[src/rtl/tvhr_pkg.sv]
// Shared constants and control/status types of the typed value hash reducer.
`default_nettype none
package tvhr_pkg;

  localparam int HASH_WIDTH_DEF = 32;
  localparam int MAX_ROUNDS_DEF = 64;

  localparam int FIELD_WIDTH = 32;
  localparam int KIND_WIDTH  = 3;

  localparam logic [FIELD_WIDTH-1:0] LIMIT_RESET = 32'd1024;

  localparam logic [KIND_WIDTH-1:0] KIND_UNSIGNED = 3'd0;
  localparam logic [KIND_WIDTH-1:0] KIND_SIGNED   = 3'd1;
  localparam logic [KIND_WIDTH-1:0] KIND_CHAR     = 3'd2;
  localparam logic [KIND_WIDTH-1:0] KIND_STRING   = 3'd3;
  localparam logic [KIND_WIDTH-1:0] KIND_BOOL     = 3'd4;
  localparam logic [KIND_WIDTH-1:0] KIND_EMPTY    = 3'd5;

  localparam int EXPAND_MUL  = 3;
  localparam int EXPAND_ADD  = 13;
  localparam int BOOL_TRUE   = 127;
  localparam int BOOL_FALSE  = 2389;

  typedef struct packed {
    logic load;
    logic expand;
    logic mod_step;
    logic out_load;
    logic out_err;
  } tvhr_cmd_t;

  typedef struct packed {
    logic no_result;
    logic skip_expand;
    logic lim_zero;
    logic below;
    logic rounds_max;
    logic mod_last;
  } tvhr_sts_t;

endpackage
`default_nettype wire

[src/rtl/tvhr_dp.sv]
// Datapath: limit register, string sum, start value, expansion and restoring modulo.
`default_nettype none
module tvhr_dp #(
  parameter int HASH_WIDTH = tvhr_pkg::HASH_WIDTH_DEF,
  parameter int MAX_ROUNDS = tvhr_pkg::MAX_ROUNDS_DEF
) (
  input  wire logic                                clk,
  input  wire logic                                rst,
  input  wire logic                                cfg_valid,
  input  wire logic [tvhr_pkg::FIELD_WIDTH-1:0]    hash_limit,
  input  wire logic [tvhr_pkg::KIND_WIDTH-1:0]     kind,
  input  wire logic [tvhr_pkg::FIELD_WIDTH-1:0]    value,
  input  wire logic                                last,
  input  wire tvhr_pkg::tvhr_cmd_t                 cmd,
  output tvhr_pkg::tvhr_sts_t                      sts,
  output logic [tvhr_pkg::FIELD_WIDTH-1:0]         hash,
  output logic                                     error
);

  localparam int W  = HASH_WIDTH;
  localparam int FW = tvhr_pkg::FIELD_WIDTH;
  localparam int RW = $clog2(MAX_ROUNDS + 1);
  localparam int CW = $clog2(W);

  logic [FW-1:0]   limit;
  logic [W-1:0]    string_sum;
  logic [W-1:0]    v;
  logic [W-1:0]    rem;
  logic            sgn;
  logic [RW-1:0]   rounds;
  logic [CW-1:0]   count;

  logic [W+FW-1:0] lim_wide;
  logic [W-1:0]    lim;
  logic [W+FW-1:0] val_zext;
  logic [W+FW-1:0] val_sext;
  logic [W+7:0]    chr_wide;
  logic [W-1:0]    chr;
  logic [W-1:0]    sum_next;
  logic [W-1:0]    sval;
  logic [W-1:0]    start;
  logic [W:0]      shifted;
  logic [W:0]      diff;
  logic [W+FW-1:0] rem_wide;

  assign lim_wide = {{W{1'b0}}, limit};
  assign lim      = lim_wide[W-1:0];
  assign val_zext = {{W{1'b0}}, value};
  assign val_sext = {{W{value[FW-1]}}, value};
  assign chr_wide = {{W{value[7]}}, value[7:0]};
  assign chr      = chr_wide[W-1:0];
  assign sum_next = string_sum + chr;

  // Negative signed operands are scaled by -2.
  always_comb begin
    sval = val_sext[W-1:0];
    if (sval[W-1]) begin
      sval = '0 - {sval[W-2:0], 1'b0};
    end
  end

  always_comb begin
    case (kind)
      tvhr_pkg::KIND_UNSIGNED: start = val_zext[W-1:0];
      tvhr_pkg::KIND_SIGNED:   start = sval;
      tvhr_pkg::KIND_CHAR:     start = chr;
      tvhr_pkg::KIND_STRING:   start = sum_next;
      tvhr_pkg::KIND_BOOL:     start = value[0] ? W'(tvhr_pkg::BOOL_TRUE)
                                                : W'(tvhr_pkg::BOOL_FALSE);
      default:                 start = '0;
    endcase
  end

  assign shifted = {rem, v[W-1]};
  assign diff    = shifted - {1'b0, lim};

  always_comb begin
    sts.no_result   = (kind > tvhr_pkg::KIND_EMPTY) ||
                      ((kind == tvhr_pkg::KIND_STRING) && !last);
    sts.skip_expand = (kind == tvhr_pkg::KIND_BOOL);
    sts.lim_zero    = (lim == '0);
    sts.below       = sgn ? ($signed(v) < $signed(lim)) : (v < lim);
    sts.rounds_max  = (rounds == RW'(MAX_ROUNDS));
    sts.mod_last    = (count == CW'(W - 1));
  end

  always_ff @(posedge clk) begin
    if (rst) begin
      limit      <= tvhr_pkg::LIMIT_RESET;
      string_sum <= '0;
    end else begin
      if (cfg_valid) begin
        limit <= hash_limit;
      end
      if (cmd.load) begin
        if (kind == tvhr_pkg::KIND_STRING) begin
          string_sum <= last ? '0 : sum_next;
        end else if (kind == tvhr_pkg::KIND_EMPTY) begin
          string_sum <= '0;
        end
      end
    end
  end

  always_ff @(posedge clk) begin
    if (cmd.load) begin
      v      <= start;
      sgn    <= (kind == tvhr_pkg::KIND_SIGNED);
      rounds <= '0;
      rem    <= '0;
      count  <= '0;
    end else if (cmd.expand) begin
      v      <= v + {v[W-2:0], 1'b0} + W'(tvhr_pkg::EXPAND_ADD);
      rounds <= rounds + 1'b1;
    end else if (cmd.mod_step) begin
      // one restoring step: shift in the next bit, subtract when it fits
      v     <= {v[W-2:0], 1'b0};
      rem   <= diff[W] ? shifted[W-1:0] : diff[W-1:0];
      count <= count + 1'b1;
    end
  end

  assign rem_wide = {{FW{1'b0}}, rem};

  always_ff @(posedge clk) begin
    if (cmd.out_load) begin
      hash  <= cmd.out_err ? '0 : rem_wide[FW-1:0];
      error <= cmd.out_err;
    end
  end

endmodule
`default_nettype wire

[src/rtl/tvhr_ctrl.sv]
// Controller: sequences load, expansion rounds, modulo steps and the result handoff.
`default_nettype none
module tvhr_ctrl (
  input  wire logic                 clk,
  input  wire logic                 rst,
  input  wire logic                 in_valid,
  output logic                      in_ready,
  output logic                      out_valid,
  input  wire logic                 out_ready,
  input  wire tvhr_pkg::tvhr_sts_t  sts,
  output tvhr_pkg::tvhr_cmd_t       cmd
);

  localparam logic [1:0] S_IDLE   = 2'd0;
  localparam logic [1:0] S_EXPAND = 2'd1;
  localparam logic [1:0] S_MOD    = 2'd2;
  localparam logic [1:0] S_FINISH = 2'd3;

  logic [1:0] state;
  logic [1:0] state_next;
  logic       err;
  logic       err_next;
  logic       out_free;

  assign in_ready = (state == S_IDLE);
  assign out_free = !out_valid || out_ready;

  always_comb begin
    state_next   = state;
    err_next     = err;
    cmd          = '0;
    cmd.out_err  = err;
    case (state)
      S_IDLE: begin
        if (in_valid) begin
          cmd.load = 1'b1;
          err_next = 1'b0;
          if (sts.no_result) begin
            state_next = S_IDLE;
          end else if (sts.lim_zero) begin
            err_next   = 1'b1;
            state_next = S_FINISH;
          end else if (sts.skip_expand) begin
            state_next = S_MOD;
          end else begin
            state_next = S_EXPAND;
          end
        end
      end
      S_EXPAND: begin
        if (!sts.below) begin
          state_next = S_MOD;
        end else if (sts.rounds_max) begin
          err_next   = 1'b1;
          state_next = S_FINISH;
        end else begin
          cmd.expand = 1'b1;
        end
      end
      S_MOD: begin
        cmd.mod_step = 1'b1;
        if (sts.mod_last) begin
          state_next = S_FINISH;
        end
      end
      S_FINISH: begin
        // hold until the output register is free
        if (out_free) begin
          cmd.out_load = 1'b1;
          state_next   = S_IDLE;
        end
      end
      default: begin
        state_next = S_IDLE;
      end
    endcase
  end

  always_ff @(posedge clk) begin
    if (rst) begin
      state     <= S_IDLE;
      err       <= 1'b0;
      out_valid <= 1'b0;
    end else begin
      state <= state_next;
      err   <= err_next;
      if (cmd.out_load) begin
        out_valid <= 1'b1;
      end else if (out_ready) begin
        out_valid <= 1'b0;
      end
    end
  end

endmodule
`default_nettype wire

[src/rtl/typed_value_hash_reducer.sv]
// Top level of the typed value hash reducer: controller plus datapath.
//
// Hashes one typed word (unsigned, signed, char, string char, bool, empty
// string) into 0 to hash_limit-1. An item is accepted, then runs up to
// MAX_ROUNDS rounds of the 3v+13 expansion (one round per cycle on the
// HASH_WIDTH-bit adder), then restoring modulo over the HASH_WIDTH bits (one
// quotient bit per cycle), then loads the output register once it is free.
// Bool skips the expansion. A zero limit goes from the accept straight to
// the finish state and loads error with hash 0; running out of rounds goes
// from the last round to the finish state and loads it the same way. String
// chars without last, and kinds 6 and 7, are taken and give no result. The
// next item is accepted while a finished result still waits in the output
// register. The user must write hash_limit only while the block is idle;
// the block itself does not enforce it. cfg_ready is always high.
`default_nettype none
module typed_value_hash_reducer #(
  parameter int HASH_WIDTH = tvhr_pkg::HASH_WIDTH_DEF,
  parameter int MAX_ROUNDS = tvhr_pkg::MAX_ROUNDS_DEF
) (
  input  wire logic                              clk,
  input  wire logic                              rst,
  input  wire logic                              cfg_valid,
  output logic                                   cfg_ready,
  input  wire logic [tvhr_pkg::FIELD_WIDTH-1:0]  hash_limit,
  input  wire logic                              in_valid,
  output logic                                   in_ready,
  input  wire logic [tvhr_pkg::KIND_WIDTH-1:0]   kind,
  input  wire logic [tvhr_pkg::FIELD_WIDTH-1:0]  value,
  input  wire logic                              last,
  output logic                                   out_valid,
  input  wire logic                              out_ready,
  output logic [tvhr_pkg::FIELD_WIDTH-1:0]       hash,
  output logic                                   error
);

  tvhr_pkg::tvhr_cmd_t cmd;
  tvhr_pkg::tvhr_sts_t sts;

  assign cfg_ready = 1'b1;

  tvhr_ctrl u_ctrl (
    .clk       (clk),
    .rst       (rst),
    .in_valid  (in_valid),
    .in_ready  (in_ready),
    .out_valid (out_valid),
    .out_ready (out_ready),
    .sts       (sts),
    .cmd       (cmd)
  );

  tvhr_dp #(
    .HASH_WIDTH (HASH_WIDTH),
    .MAX_ROUNDS (MAX_ROUNDS)
  ) u_dp (
    .clk        (clk),
    .rst        (rst),
    .cfg_valid  (cfg_valid),
    .hash_limit (hash_limit),
    .kind       (kind),
    .value      (value),
    .last       (last),
    .cmd        (cmd),
    .sts        (sts),
    .hash       (hash),
    .error      (error)
  );

endmodule
`default_nettype wire

[config.mk]
export PLATFORM = sky130hd
export DESIGN_NAME = typed_value_hash_reducer
export DESIGN_NICKNAME = d
export VERILOG_FILES = /design/src/rtl/tvhr_pkg.sv /design/src/rtl/tvhr_dp.sv /design/src/rtl/tvhr_ctrl.sv /design/src/rtl/typed_value_hash_reducer.sv
export SDC_FILE = /design/constraint.sdc
export NUM_CORES = 1
export LEC_CHECK = 0
export BUFFER_PORTS_ARGS = -buffer_cell sky130_fd_sc_hd__buf_4
export CORE_ASPECT_RATIO = 1.4
export CORE_UTILIZATION = 50
export DETAILED_ROUTE_END_ITERATION = 7
export PLACE_DENSITY_LB_ADDON = 0.15
export SLEW_MARGIN = 20
export SYNTH_ARGS = -nofsm -noshare
export SYNTH_HDL_FRONTEND = slang
export SYNTH_HIERARCHICAL = 1
export SYNTH_SLANG_ARGS = --single-unit
[constraint.sdc]
create_clock -name clk -period 4.92 [get_ports clk]
set_clock_uncertainty 0.15 [all_clocks]
set_input_delay 0.738 -clock clk [delete_from_list [all_inputs] [get_ports clk]]
set_output_delay 0.738 -clock clk [all_outputs]
set_load 0.01 [all_outputs]
==> results.toml <==
[timing]
worst_slew_pin_slew_ns = 1.095
rsz0062_at_grt = "no"
timing.final.hold_violations = 0
finalCritPeriodShare = 0.9209
fin_crit_ns = 4.531
setup_viol_count_final = 0
slew_viol_final = 0
final.setup.tns_ns = 0
max_freq_ghz = 0.2207
slew_headroom = 0.2691

[final_layout]
layout_common_cells = "163 x ha_1, 158 x nor2_1, 143 x a21oi_1, 125 x buf_4, 111 x dfxtp_1"
stdcell_count = 2138
drive_gt1_frac = 0.1061
final_common_cell = "ha_1"
syn_to_final_growth_pct = 11.59
fin_nets = 1989
num_antenna_cells = 0

[logic_synthesis]
synth_ff_type = "dfxtp_1"
yosysSeqAreaShare = 0.2907
synth_edf_count = 66
yosysWarnings = 6
ys_seq_elements = 178
synth_compound_area_frac = 0.2268
netlist-cell-type-count = 89
yosysTopAreaCell = "dfxtp_1"
synthXorXnorAreaFrac = 0.07294
synthAdderAreaFrac = 0.1445
synthTopCellsByArea = "dfxtp_1 15%, ha_1 14%, edfxtp_1 14%"
syn_avg_cell_area_um2 = 8.639
yosysTopAreaCellShare = 0.1543
syn-instance-count = 1682
synth_top_family_by_area = "compound AO/OA/AOI/OAI gates"
synthMuxAreaShare = 0.05218
synth_area_um2 = 14530
syn_nets = 1921
synth-simple-area-share = 0.1731
synthArstFlopShare = 0

[placed_design]
dp_hpwl_um = 30190
port_buffers = 107
placedCellCount = 2106
gp_congestion = 0.8995

[critical_path]
end_kind = "flip-flop"
startpoint_type = "flip-flop"
critPathLaunch = "u_dp/lim[1]"
r2r-start = "u_dp/lim[1]"
cp_data_arrival_time_ns = 4.72
path_class = "flip-flop to flip-flop"
crit_top_cell = "a21o_1"
slowest_stage = "nand2b_1"
cp_data_required_time_ns = 5.11
cp_max_fo = 14
cp_cell_sequence = "inv_1 -> ha_1 -> a21o_1 -> a21o_1 -> a21o_1 -> a21o_1 -> a21oi_1 -> o21ai_0 -> a21oi_1 -> nor3_1 -> o21ai_0 -> nand3b_1 -> inv_1 -> nand2b_1 -> nor3b_1 -> a221oi_1 -> a31oi_1"
cpPeakStageDelay_ns = 0.60

[min_path]
holdCritPathClass = "flip-flop to flip-flop"
min_from = "u_dp/count[4]"

[pwr]
p_leak_nw = 6.972
p_per_area_nw_per_um2 = 592.7
ir_worst_vdd_mv = 0.3427

[die]
ios = 109
fp-row-count = 73
initial_utilization = 0.5099
die_x_um = 146.1
die_h_um = 203.7
dieArea_um2 = 29760
core_um2 = 28500

[route]
vias = 12760
wl_per_cell_um = 18.29
dr.first_iter.drc_count = 578
post-route-drc-count = 0
routed_wl_um = 39110
drt-pass1-iter-count = 5
vias_per_cell = 5.966
antenna_left = 0

[global_routing]
gr-usage-all-layers = 0.2662
grt_pass1_vias = 12500
grt-ovfl-total = 0
grt_max_degree = 39
grt_pass1_wl_um = 63290
antenna_found_initial = 0

[clocking]
htree_levels = 4
cts_sinks = 178
cts_hold_buffers = 0
clk_latency_ns = 0.46
cts_root_buffer = "clkbuf_16"
cts_made_buffers = 17
cts_resized = 0
clk_pin_slew_ns = 0.07
cts_buffer_depth = 2
cts_tree = "yes"
postCtsSetupBuffers = 0

[run_status]
status = "completed"

[job]
max-cap-violations = 0
[cell usage after synthesis, drive strengths merged (4+ instances only)]
cell,instances
and4,4
a21oi,143
dfxtp,112
and2,13
nor2b,52
a21o,58
a221oi,17
mux2i,72
clkbuf,63
xor2,51
nor3b,8
nand2,98
ha,163
o21ai,107
a41o,5
nand3,20
o21a,14
a211oi,9
o21bai,6
o22ai,21
nand2b,26
o211ai,13
or3,11
and3,15
a311oi,4
a22oi,26
nor4,21
nor2,158
xnor2,70
edfxtp,66
nor3,26
o31ai,6
or4,5
buf,14
inv,67
a41oi,4
a2111oi,11
nand4,17
a31oi,20
nand3b,4
a211o,6
[logic make-up after synthesis]
family / after synthesis
buf+inv: 144
flops: 178
simple gates: 490
fa+ha+maj: 166
compound gates: 507
xor+xnor: 121
other cells: 1
mux: 75
[final cells by class]
| cell class | instances | area, µm² |
|---|---|---|
| flip-flops and latches | 178 | 4225 |
| well taps | 375 | 469.2 |
| repair buffers | 126 | 958.4 |
| fillers | 2651 | 12280 |
| multi-input cells | 1360 | 9754 |
| clock buffers | 20 | 446.7 |
| clock inverters | 12 | 108.9 |
| inverters | 67 | 251.5 |
[power breakdown]
group / switching (mW) / internal, mW
Combinational: 3.36 / 2.63
Sequential: 0.357 / 1.94
Clock: 0.620 / 0.710
Total: 4.33 / 5.28
[flip-flops by register name, indices dropped and copies added, names as in the netlist, 2 cells and up, named ones only]
signal	count
u_dp/hash	32
u_dp/v	31
u_dp/rem	32
u_dp/count	5
u_dp/rounds	7
u_dp/string_sum	32
u_ctrl/state	2
u_dp/lim	32
[final timing paths]
path	end	slack [ns]	cells past startpoint
max	u_dp/rem[31]	0.39	17
max reg2reg	u_dp/rem[31]	0.39	17
min reg2reg	u_dp/count[4]	0.32	2
min	u_dp/count[4]	0.32	2
[layer usage]
layer,share of wire,track usage
met4,0.035,0.1313
met5,0,0
met3,0.032,0.02685
met1,0.42,0.3068
met2,0.51,0.4889
[metrics by stage]
stage | worst slack, ns | hold WS, ns | cell area, µm² | util | power, mW
floorplan | 0.6104 | 0.2906 | 14530 | - | 6.835
global placement | 0.5517 | 0.2962 | 15660 | 0.5494 | 8.111
detailed placement | 0.4067 | 0.3117 | 15660 | 0.5495 | 8.188
CTS | 0.3771 | 0.3229 | 16210 | 0.5690 | 9.582
global route | 0.05531 | 0.3521 | 16210 | 0.5690 | 10.41
finish | 0.3893 | 0.3218 | 16210 | 0.5690 | 9.611
[worst max-delay path: cells and delay by family, from the launching register on]
family,cells,cell delay (ns)
adder cells (fa/ha/maj),1,0.27
AND/OR/NAND/NOR,4,1.05
AO/OA/AOI/OAI,10,2.00
buffers and inverters,2,0.55
flip-flops,1,0.40
No activity file was read; power rests on OpenSTA's default activity.
